**config.mk**
```make
export PLATFORM = sky130hd
export DESIGN_NAME = masked_event_ring_queue
export DESIGN_NICKNAME = d
export VERILOG_FILES = /design/src/sv/merq_pkg.sv /design/src/sv/merq_front.sv /design/src/sv/merq_back.sv /design/src/sv/masked_event_ring_queue.sv
export SDC_FILE = /design/constraint.sdc
export NUM_CORES = 2
export LEC_CHECK = 0
export BUFFER_PORTS_ARGS = -buffer_cell sky130_fd_sc_hd__buf_2
export CAP_MARGIN = 20
export CORE_MARGIN = 10
export CORE_UTILIZATION = 40
export CTS_BUF_LIST = sky130_fd_sc_hd__clkbuf_16
export DETAILED_ROUTE_END_ITERATION = 8
export RECOVER_POWER = 50
export SLEW_MARGIN = 40
export SYNTH_ARGS = -nofsm -noshare
export SYNTH_HDL_FRONTEND = slang
export SYNTH_SLANG_ARGS = --single-unit
```
**constraint.sdc**
```tcl
create_clock -name clk -period 13.3 [get_ports clk]
set_clock_uncertainty 0.1 [all_clocks]
set_input_delay 2.66 -clock clk [delete_from_list [all_inputs] [get_ports clk]]
set_output_delay 2.66 -clock clk [all_outputs]
set_load 0.02 [all_outputs]
```
**src/sv/merq_pkg.sv**
```systemverilog
// shared types and operation codes for the masked event ring queue
package merq_pkg;

	typedef enum logic [1:0] {
		OP_POST = 2'd0,
		OP_GET  = 2'd1,
		OP_PEEK = 2'd2,
		OP_NONE = 2'd3
	} op_t;

	// command handed from the front to the back
	typedef struct packed {
		op_t         op;
		logic [15:0] event_type;
		logic [15:0] message;
		logic [15:0] modifiers;
		logic [15:0] pos_x;
		logic [15:0] pos_y;
		logic [15:0] type_mask;
		logic [31:0] tick_now;
	} cmd_t;

	// one result transaction
	typedef struct packed {
		logic        found;
		logic [15:0] out_type;
		logic [15:0] out_message;
		logic [15:0] out_modifiers;
		logic [15:0] out_x;
		logic [15:0] out_y;
		logic [31:0] out_time;
	} res_t;

endpackage

```
**src/sv/merq_front.sv**
```systemverilog
// front part: accepts input transactions, drops unused codes, queues commands
module merq_front import merq_pkg::*; (
	input  logic clk,
	input  logic arst_n,
	input  logic push,
	output logic full,
	input  cmd_t in_cmd,
	output logic cmd_valid,
	output cmd_t cmd,
	input  logic cmd_take
);

	// two entry command queue
	cmd_t       buf_q [2];
	logic       wptr_q;
	logic       rptr_q;
	logic [1:0] cnt_q;
	logic       acc;
	logic       keep;

	assign full      = (cnt_q == 2'd2);
	assign acc       = push && !full;
	assign keep      = acc && (in_cmd.op != OP_NONE);
	assign cmd_valid = (cnt_q != 2'd0);
	assign cmd       = buf_q[rptr_q];

	// queue storage
	always_ff @(posedge clk) begin
		if (keep) begin
			buf_q[wptr_q] <= in_cmd;
		end
	end

	// queue pointers
	always_ff @(posedge clk or negedge arst_n) begin
		if (!arst_n) begin
			wptr_q <= 1'b0;
			rptr_q <= 1'b0;
			cnt_q  <= 2'd0;
		end else begin
			if (keep) begin
				wptr_q <= ~wptr_q;
			end
			if (cmd_take) begin
				rptr_q <= ~rptr_q;
			end
			cnt_q <= cnt_q + {1'b0, keep} - {1'b0, cmd_take};
		end
	end

endmodule

```
**src/sv/merq_back.sv**
```systemverilog
// back part: ring store, slot scan and result register
module merq_back import merq_pkg::*; #(
	parameter int QUEUE_DEPTH = 16
) (
	input  logic clk,
	input  logic arst_n,
	input  logic cmd_valid,
	input  cmd_t cmd,
	output logic cmd_take,
	output logic empty,
	input  logic pop,
	output res_t res
);

	localparam int IW = (QUEUE_DEPTH > 1) ? $clog2(QUEUE_DEPTH) : 1;
	localparam logic [IW-1:0] LAST = IW'(QUEUE_DEPTH - 1);

	typedef enum logic [3:0] {
		ST_IDLE = 4'b0001,
		ST_READ = 4'b0010,
		ST_TEST = 4'b0100,
		ST_DONE = 4'b1000
	} state_t;

	logic [15:0] mem_type [QUEUE_DEPTH];
	logic [95:0] mem_data [QUEUE_DEPTH];

	state_t      state_q;
	logic [IW-1:0] head_q, tail_q, idx_q;
	logic [15:0] rd_type_q;
	logic [95:0] rd_data_q;
	logic        res_valid_q;
	res_t        res_q;
	cmd_t        cur_q;
	logic        clr_we;

	function automatic logic [IW-1:0] nxt(input logic [IW-1:0] i);
		return (i == LAST) ? '0 : i + 1'b1;
	endfunction

	assign empty    = !res_valid_q;
	assign res      = res_q;
	assign cmd_take = (state_q == ST_IDLE) && cmd_valid &&
		(cmd.op == OP_POST || !res_valid_q);
	assign clr_we   = (state_q == ST_TEST) && ((rd_type_q & cur_q.type_mask) != 16'd0)
		&& (cur_q.op == OP_GET);

	// slot memories, one write and one registered read; command held during the scan
	always_ff @(posedge clk) begin
		if (cmd_take) begin
			cur_q <= cmd;
		end
		if (cmd_take && cmd.op == OP_POST) begin
			mem_type[tail_q] <= cmd.event_type;
			mem_data[tail_q] <= {cmd.message, cmd.modifiers, cmd.pos_x, cmd.pos_y,
				cmd.tick_now};
		end else if (clr_we) begin
			mem_type[idx_q] <= 16'd0;
		end
		rd_type_q <= mem_type[idx_q];
		rd_data_q <= mem_data[idx_q];
	end

	// scan sequencer and pointers
	always_ff @(posedge clk or negedge arst_n) begin
		if (!arst_n) begin
			state_q     <= ST_IDLE;
			head_q      <= '0;
			tail_q      <= '0;
			idx_q       <= '0;
			res_valid_q <= 1'b0;
		end else begin
			if (pop && res_valid_q) begin
				res_valid_q <= 1'b0;
			end
			case (state_q)
				ST_IDLE: begin
					if (cmd_take) begin
						if (cmd.op == OP_POST) begin
							tail_q <= nxt(tail_q);
							if (nxt(tail_q) == head_q) begin
								head_q <= nxt(head_q);
							end
							state_q <= ST_DONE;
						end else begin
							idx_q   <= head_q;
							state_q <= ST_READ;
						end
					end
				end
				ST_READ: begin
					if (idx_q == tail_q) begin
						res_q       <= '{found: 1'b0, out_type: 16'd0, out_message: 16'd0,
							out_modifiers: cur_q.modifiers, out_x: cur_q.pos_x,
							out_y: cur_q.pos_y, out_time: 32'd0};
						res_valid_q <= 1'b1;
						state_q     <= ST_DONE;
					end else begin
						state_q <= ST_TEST;
					end
				end
				ST_TEST: begin
					if ((rd_type_q & cur_q.type_mask) != 16'd0) begin
						res_q       <= '{found: 1'b1, out_type: rd_type_q,
							out_message: rd_data_q[95:80], out_modifiers: rd_data_q[79:64],
							out_x: rd_data_q[63:48], out_y: rd_data_q[47:32],
							out_time: rd_data_q[31:0]};
						res_valid_q <= 1'b1;
						if (cur_q.op == OP_GET) begin
							head_q <= nxt(head_q);
						end
						state_q <= ST_DONE;
					end else begin
						idx_q   <= nxt(idx_q);
						state_q <= ST_READ;
					end
				end
				ST_DONE: begin
					state_q <= ST_IDLE;
				end
				default: state_q <= ST_IDLE;
			endcase
		end
	end

endmodule

```
**src/sv/masked_event_ring_queue.sv**
```systemverilog
// top level of the masked event ring queue
//
// Both sides look like queues. Push an event transaction with push while
// full is low; read results while empty is low and take them with pop.
// operation 0 posts an event at the tail (no result, the oldest event is
// lost when the ring fills), 1 gets the first event whose type meets
// type_mask, 2 peeks it, 3 is ignored. A get or peek gives one result:
// the matched event, or a null event carrying the input position and
// modifiers.
// Timing: a command reaches the back part through the front command queue.
// A post passes through ST_IDLE and ST_DONE. A query walks ST_READ and
// ST_TEST once per slot scanned from head to tail, then ends in ST_DONE;
// at most QUEUE_DEPTH-1 events are held, and the back part takes no new
// command until it is back in ST_IDLE. The scan is set by the single
// read port of the slot memory walked one slot at a time.
// A two entry command queue sits between the front and the back part.
// Reset clears the pointers and all queues; slot contents stay undefined.
// While a result waits unpopped, posts go on but the next query waits.
module masked_event_ring_queue import merq_pkg::*; #(
	parameter int QUEUE_DEPTH = 16
) (
	input  logic        clk,
	input  logic        arst_n,
	input  logic        push,
	output logic        full,
	input  logic [1:0]  operation,
	input  logic [15:0] event_type,
	input  logic [15:0] message,
	input  logic [15:0] modifiers,
	input  logic signed [15:0] pos_x,
	input  logic signed [15:0] pos_y,
	input  logic [15:0] type_mask,
	input  logic [31:0] tick_now,
	output logic        empty,
	input  logic        pop,
	output logic        found,
	output logic [15:0] out_type,
	output logic [15:0] out_message,
	output logic [15:0] out_modifiers,
	output logic signed [15:0] out_x,
	output logic signed [15:0] out_y,
	output logic [31:0] out_time
);

	cmd_t in_cmd;
	cmd_t cmd;
	logic cmd_valid;
	logic cmd_take;
	res_t res;

	assign in_cmd = '{op: op_t'(operation), event_type: event_type, message: message,
		modifiers: modifiers, pos_x: pos_x, pos_y: pos_y, type_mask: type_mask,
		tick_now: tick_now};

	merq_front u_front (
		.clk(clk), .arst_n(arst_n), .push(push), .full(full), .in_cmd(in_cmd),
		.cmd_valid(cmd_valid), .cmd(cmd), .cmd_take(cmd_take)
	);

	merq_back #(.QUEUE_DEPTH(QUEUE_DEPTH)) u_back (
		.clk(clk), .arst_n(arst_n), .cmd_valid(cmd_valid), .cmd(cmd),
		.cmd_take(cmd_take), .empty(empty), .pop(pop), .res(res)
	);

	assign found         = res.found;
	assign out_type      = res.out_type;
	assign out_message   = res.out_message;
	assign out_modifiers = res.out_modifiers;
	assign out_x         = res.out_x;
	assign out_y         = res.out_y;
	assign out_time      = res.out_time;

endmodule

```
After elaboration in Yosys (flattened, before gate mapping)
Memories as Yosys holds them, arrays and structs flattened. A register that Yosys moved wholly into a read port is not among the register bits.
Index checks and enable logic that the tools add are counted.
- $add $sub $neg: 5
- equality and inequality tests: 19
- mux-type cells: 35
- bitwise operators: 3
- reduce and logical (&&, ||, !) cells: 21
- operators by type and width (operator ; count):
    $mux W113 ; 2
    $pmux W113 S2 ; 1
    $mux W4 ; 16
    $and A16 B16 Y16 ; 1
    $mux W16 ; 1
    $pmux W4 S2 ; 2
    $reduce_bool A16 Y1 ; 1
    $reduce_or A16 Y1 ; 1
    $ne A2 B2 Y1 const B ; 7
    $add A4 B1 Y4 const B ; 3
    $eq A4 B4 Y1 const B ; 3
    $pmux W4 S3 ; 1
    $mux W1 ; 11
    $eq A4 B4 Y1 ; 2
    $logic_and A1 B1 Y1 ; 8
    $reduce_and A4 Y1 ; 2
    $reduce_and A6 Y1 ; 1
    $reduce_bool A2 Y1 ; 3
    $eq A4 B1 Y1 const B ; 1
    $eq A4 B2 Y1 const B ; 1
    $eq A4 B3 Y1 const B ; 1
    $ne A2 B1 Y1 const B ; 2
    $reduce_and A3 Y1 ; 1
    $add A2 B1 Y2 ; 1
    8 further kinds ; 10
- register bits: 200
- RAM bits: 2052
- output and inout port bits: 115
- memories: 3
- memories (name ; depth ; bits a word ; read ports ; clocked after memory_dff ; write ports ; line ; source):
    u_back.mem_data ; 16 ; 96 ; 1 ; 1 ; 1 ; merq_back.sv:26 ; logic [95:0] mem_data [QUEUE_DEPTH];
    u_front.buf_q ; 2 ; 130 ; 1 ; 0 ; 1 ; merq_front.sv:14 ; cmd_t buf_q [2];
    u_back.mem_type ; 16 ; 16 ; 1 ; 1 ; 1 ; merq_back.sv:25 ; logic [15:0] mem_type [QUEUE_DEPTH];

Longest topological paths before layout
- word-level depth: 9
- mapped depth: 9
- depth with buffers taken out: 8

By module
From an unflattened synthesis, not the netlist that was laid out.
- cell total of the unflattened synthesis: 4462
- area, all modules: 88402.3 um^2
- by module, submodules not included (module ; instances ; cells an instance ; area each (um^2)):
    merq_back ; 1 ; 4037 ; 78440.2
    merq_front ; 1 ; 425 ; 9962.1

Worst setup path before layout
No wires, ideal clock.
- kind: input -> register
- from: input port arst_n
- to: register u_back.res_q (netlist bit u_back.res[0]), enable pin
- arrival time: 11.026 ns
- required time: 12.448 ns
- path slack: 1.422 ns
- stages: 2
- path buffers: 0
- path through: o21ai_0 > a211oi_1
- word-level cells in the longest chain between the ends: 1
- RTL lines (item ; line ; source):
    start: declaration ; masked_event_ring_queue.sv:23 ; input logic arst_n,
    $reduce_and A4 Y1 (no line) ; -- ;
    end signal: assignment ; merq_back.sv:93 ; res_q <= '{found: 1'b0, out_type: 16'd0, out_message: 16'd0,
    end signal: assignment ; merq_back.sv:104 ; res_q <= '{found: 1'b1, out_type: rd_type_q,
    end: declaration ; merq_back.sv:33 ; res_t res_q;
No other way between the ends.
A chain may end at the register's enable or synchronous reset.

==> out/metrics.cfg <==
[outcome]
status=finished with violations
violations=max-capacitance violations, max-slew violations

[worst_hold_path]
min_from=u_back.rd_data_q[42]
hold_depth=2
hold_class=register to register

[sta]
final.min_clock_period_ps=7840
setup_viol_count_final=0
timing.final.max_slew_violations=444
timing.final.crit_share_pct=58.95
maxSlewHeadroom_pct=-137.5
hold_viol=0
worst-slew-pin-transition_ps=3562
fmax_mhz=127.6
rsz0062_at_grt=false
setup_tns_ps=0

[global_routing]
grt_pass1_vias=44470
grt_pass1_wl_microns=313200
grt_max_degree=119
track_usage_pct=17.74
grt-ovfl-total=0
antenna_found_initial=32

[placed_design]
placed_area_sq_mm=0.09326
io_buffers=248
gp_congestion=0.7289
place_hpwl_microns=112600

[flow_run]
maxCapViolCount=14

[layout]
drive_above_1_share_pct=19.30
nets=4968
layout_common_cells=2,231 x edfxtp_1, 352 x mux2i_1, 277 x nand2_1
area_delta_synth_final_pct=14.23
fin_area_sq_mm=0.1006
layout_commonest_cell=edfxtp_1

[power]
p_int_mw=15.15
seqPwrFrac_pct=45.9
p_sw_share_pct=30.39
switchingPower_mw=6.615
p_leak_nw=33.23
clkPwrFrac_pct=29.5
pwr-share-comb_pct=24.5
power_density_mw_per_mm2=216.4
peakVddDrop_uv=209.4

[synthesis]
yosys_register_bits=2364
async_flop_share_pct=0.8883
synth-edff-count=2231
netlist_instances=4469
synth.avg_cell_area_sq_um=19.70
synth_flop_cell=edfxtp_1
yosysWarnings=0
synth.distinct_cells=60
syn_nets=4611
ys_seq_area_share_pct=79.23
synth_area_leaders=edfxtp_1 76%, mux4_2 5.7%, mux2i_1 4.0%, mux2_2 2.9%, dfxtp_1 2.5%
synth_top_area_cell=edfxtp_1
syn-cell-area_sq_mm=0.08805
synth_top_area_share_pct=76.09

[die]
row_count=172
io_pins=249
die-height_microns=489.2
start_util_pct=40.15
core_area_sq_mm=0.2193
fp.dieW_microns=489.2
die_area_sq_mm=0.2393

[critical_path]
end_kind=register
arrival_ps=8480
cp.required_ps=13940
reg2reg_from=u_back.idx_q[2]
reg2reg_depth=7
crit_path_start=u_back.idx_q[2]
cp-endpoint=u_back.rd_data_q[49]
path_max_fanout=48
reg2reg_slack_ps=5460
reg2reg_to=u_back.rd_data_q[49]
start_kind=register
path_class=register to register

[routing]
drc=0
routed-wl-met2_microns=104700
highest_layer=met5
routed_wl_microns=216500
vias_per_cell=5.548
wl_per_cell_microns=27.38
m1WireLength_microns=93490
drtAntennaViolNets=0
drt-initial-drc-count=4040
num_vias=43870
dr.pass1.iters=6
wl_met3_microns=13060

[clock_tree]
clock_path_buffers=3
cts-root-buf=clkbuf_16
numClockSinks=2364
post_cts.repair.setup_buffers=0
cts_buffers=230
ctsHoldBuffers=0
ctsResizeCount=0
cts_tree=built
clk_pin_slew_ps=70
clk_latency_ps=880
htree_levels=4

==> Yosys cell counts (5+ instances only) <==
library cell / count
buf_1: 13
o21ai_0: 233
edfxtp_1: 2231
mux2_2: 228
dfxtp_1: 112
buf_2: 77
dfrtp_1: 20
and2_1: 67
nor2_1: 36
mux2i_1: 352
a221oi_1: 116
ha_1: 8
inv_1: 9
buf_4: 23
nand3_1: 9
nor3_1: 5
o22ai_1: 16
mux4_2: 224
a22oi_1: 114
xor2_1: 6
clkbuf_1: 116
nand2_1: 278
a21oi_1: 117
xnor2_1: 7
==> registers in the layout, summed over array words and instances (netlist names) <==
name / flops
u_front.buf_q: 260
u_back.cur_q: 66
u_back.res: 113
u_back.state_q: 4
u_back.rd_data_q: 96
u_front.rptr_q: 1
u_back.mem_type: 256
u_back.res_valid_q: 1
u_front.wptr_q: 1
u_back.tail_q: 4
u_back.head_q: 4
u_back.idx_q: 4
u_back.mem_data: 1536
u_front.cnt_q: 2
u_back.rd_type_q: 16
==> how the worst min path moves through the flow <==
| stage | endpoint | slack (ps) |
|---|---|---|
| global placement | u_back.res[42] | 380 |
| floorplan | u_front.wptr_q | 360 |
| finish | u_back.res[42] | 390 |
| CTS | u_back.res[56] | 400 |
| detailed placement | u_back.res[56] | 380 |
| global route | u_back.res[56] | 410 |
==> power by group through the flow <==
| stage | clock network [mW] | registers, mW | logic, mW |
|---|---|---|---|
| after floorplan | 0 | 9.94 | 3.85 |
| after global placement | 0 | 10.2 | 5.23 |
| after detailed placement | 0 | 10.2 | 5.46 |
| after CTS | 6.56 | 10.0 | 5.48 |
| after global routing | 6.88 | 10.1 | 5.84 |
| final | 6.43 | 10.0 | 5.34 |
==> cell type report <==
class / count / area, sq um
Timing Repair Buffer: 357 / 2300
Tap cell: 2871 / 3592
Clock inverter: 205 / 1745
Multi-Input combinational cell: 1863 / 17310
Antenna cell: 4 / 10.01
Fill cell: 18390 / 118700
Sequential cell: 2364 / 69770
Inverter: 10 / 38.79
Clock buffer: 232 / 5806
==> stage by stage <==
| stage | utilization, % | worst slack, ps | std cells | total power, mW | hold WS, ps |
|---|---|---|---|---|---|
| after floorplan | - | 1422 | 4469 | 13.78 | 360.3 |
| after global placement | 42.30 | 7519 | 7448 | 15.41 | 379.2 |
| after detailed placement | 42.53 | 8015 | 7464 | 15.62 | 379.7 |
| after CTS | 45.97 | 8487 | 7901 | 22.03 | 395.9 |
| after global routing | 45.86 | 5298 | 7905 | 22.78 | 409.9 |
| final | 45.86 | 5460 | 7906 | 21.77 | 394.1 |
==> worst max-delay path, stage by stage (launching register included) <==
cell,delay [ps]
dfrtp_1,1880
clkbuf_1,2600
buf_4,970
and2_4,640
buf_4,760
a221oi_1,270
o21ai_0,230
nand2_1,100
==> layer usage <==
layer,vias to the layer above,track usage [%]
li1,18760,-
met1,23380,24.71
met2,1395,29.18
met3,312,2.982
met4,18,4.411
met5,-,0
==> kinds of logic after synthesis <==
kind of cell,share of synthesized area (%)
and+or+nand+nor,2.159
muxes,12.67
xor gates and xnor gates,0.1478
DFF,79.23
AOI/OAI and AO/OA,4.408
adders and majority gates,0.1137
buffers and inverters,1.265
(Power assumes the default switching activity.)
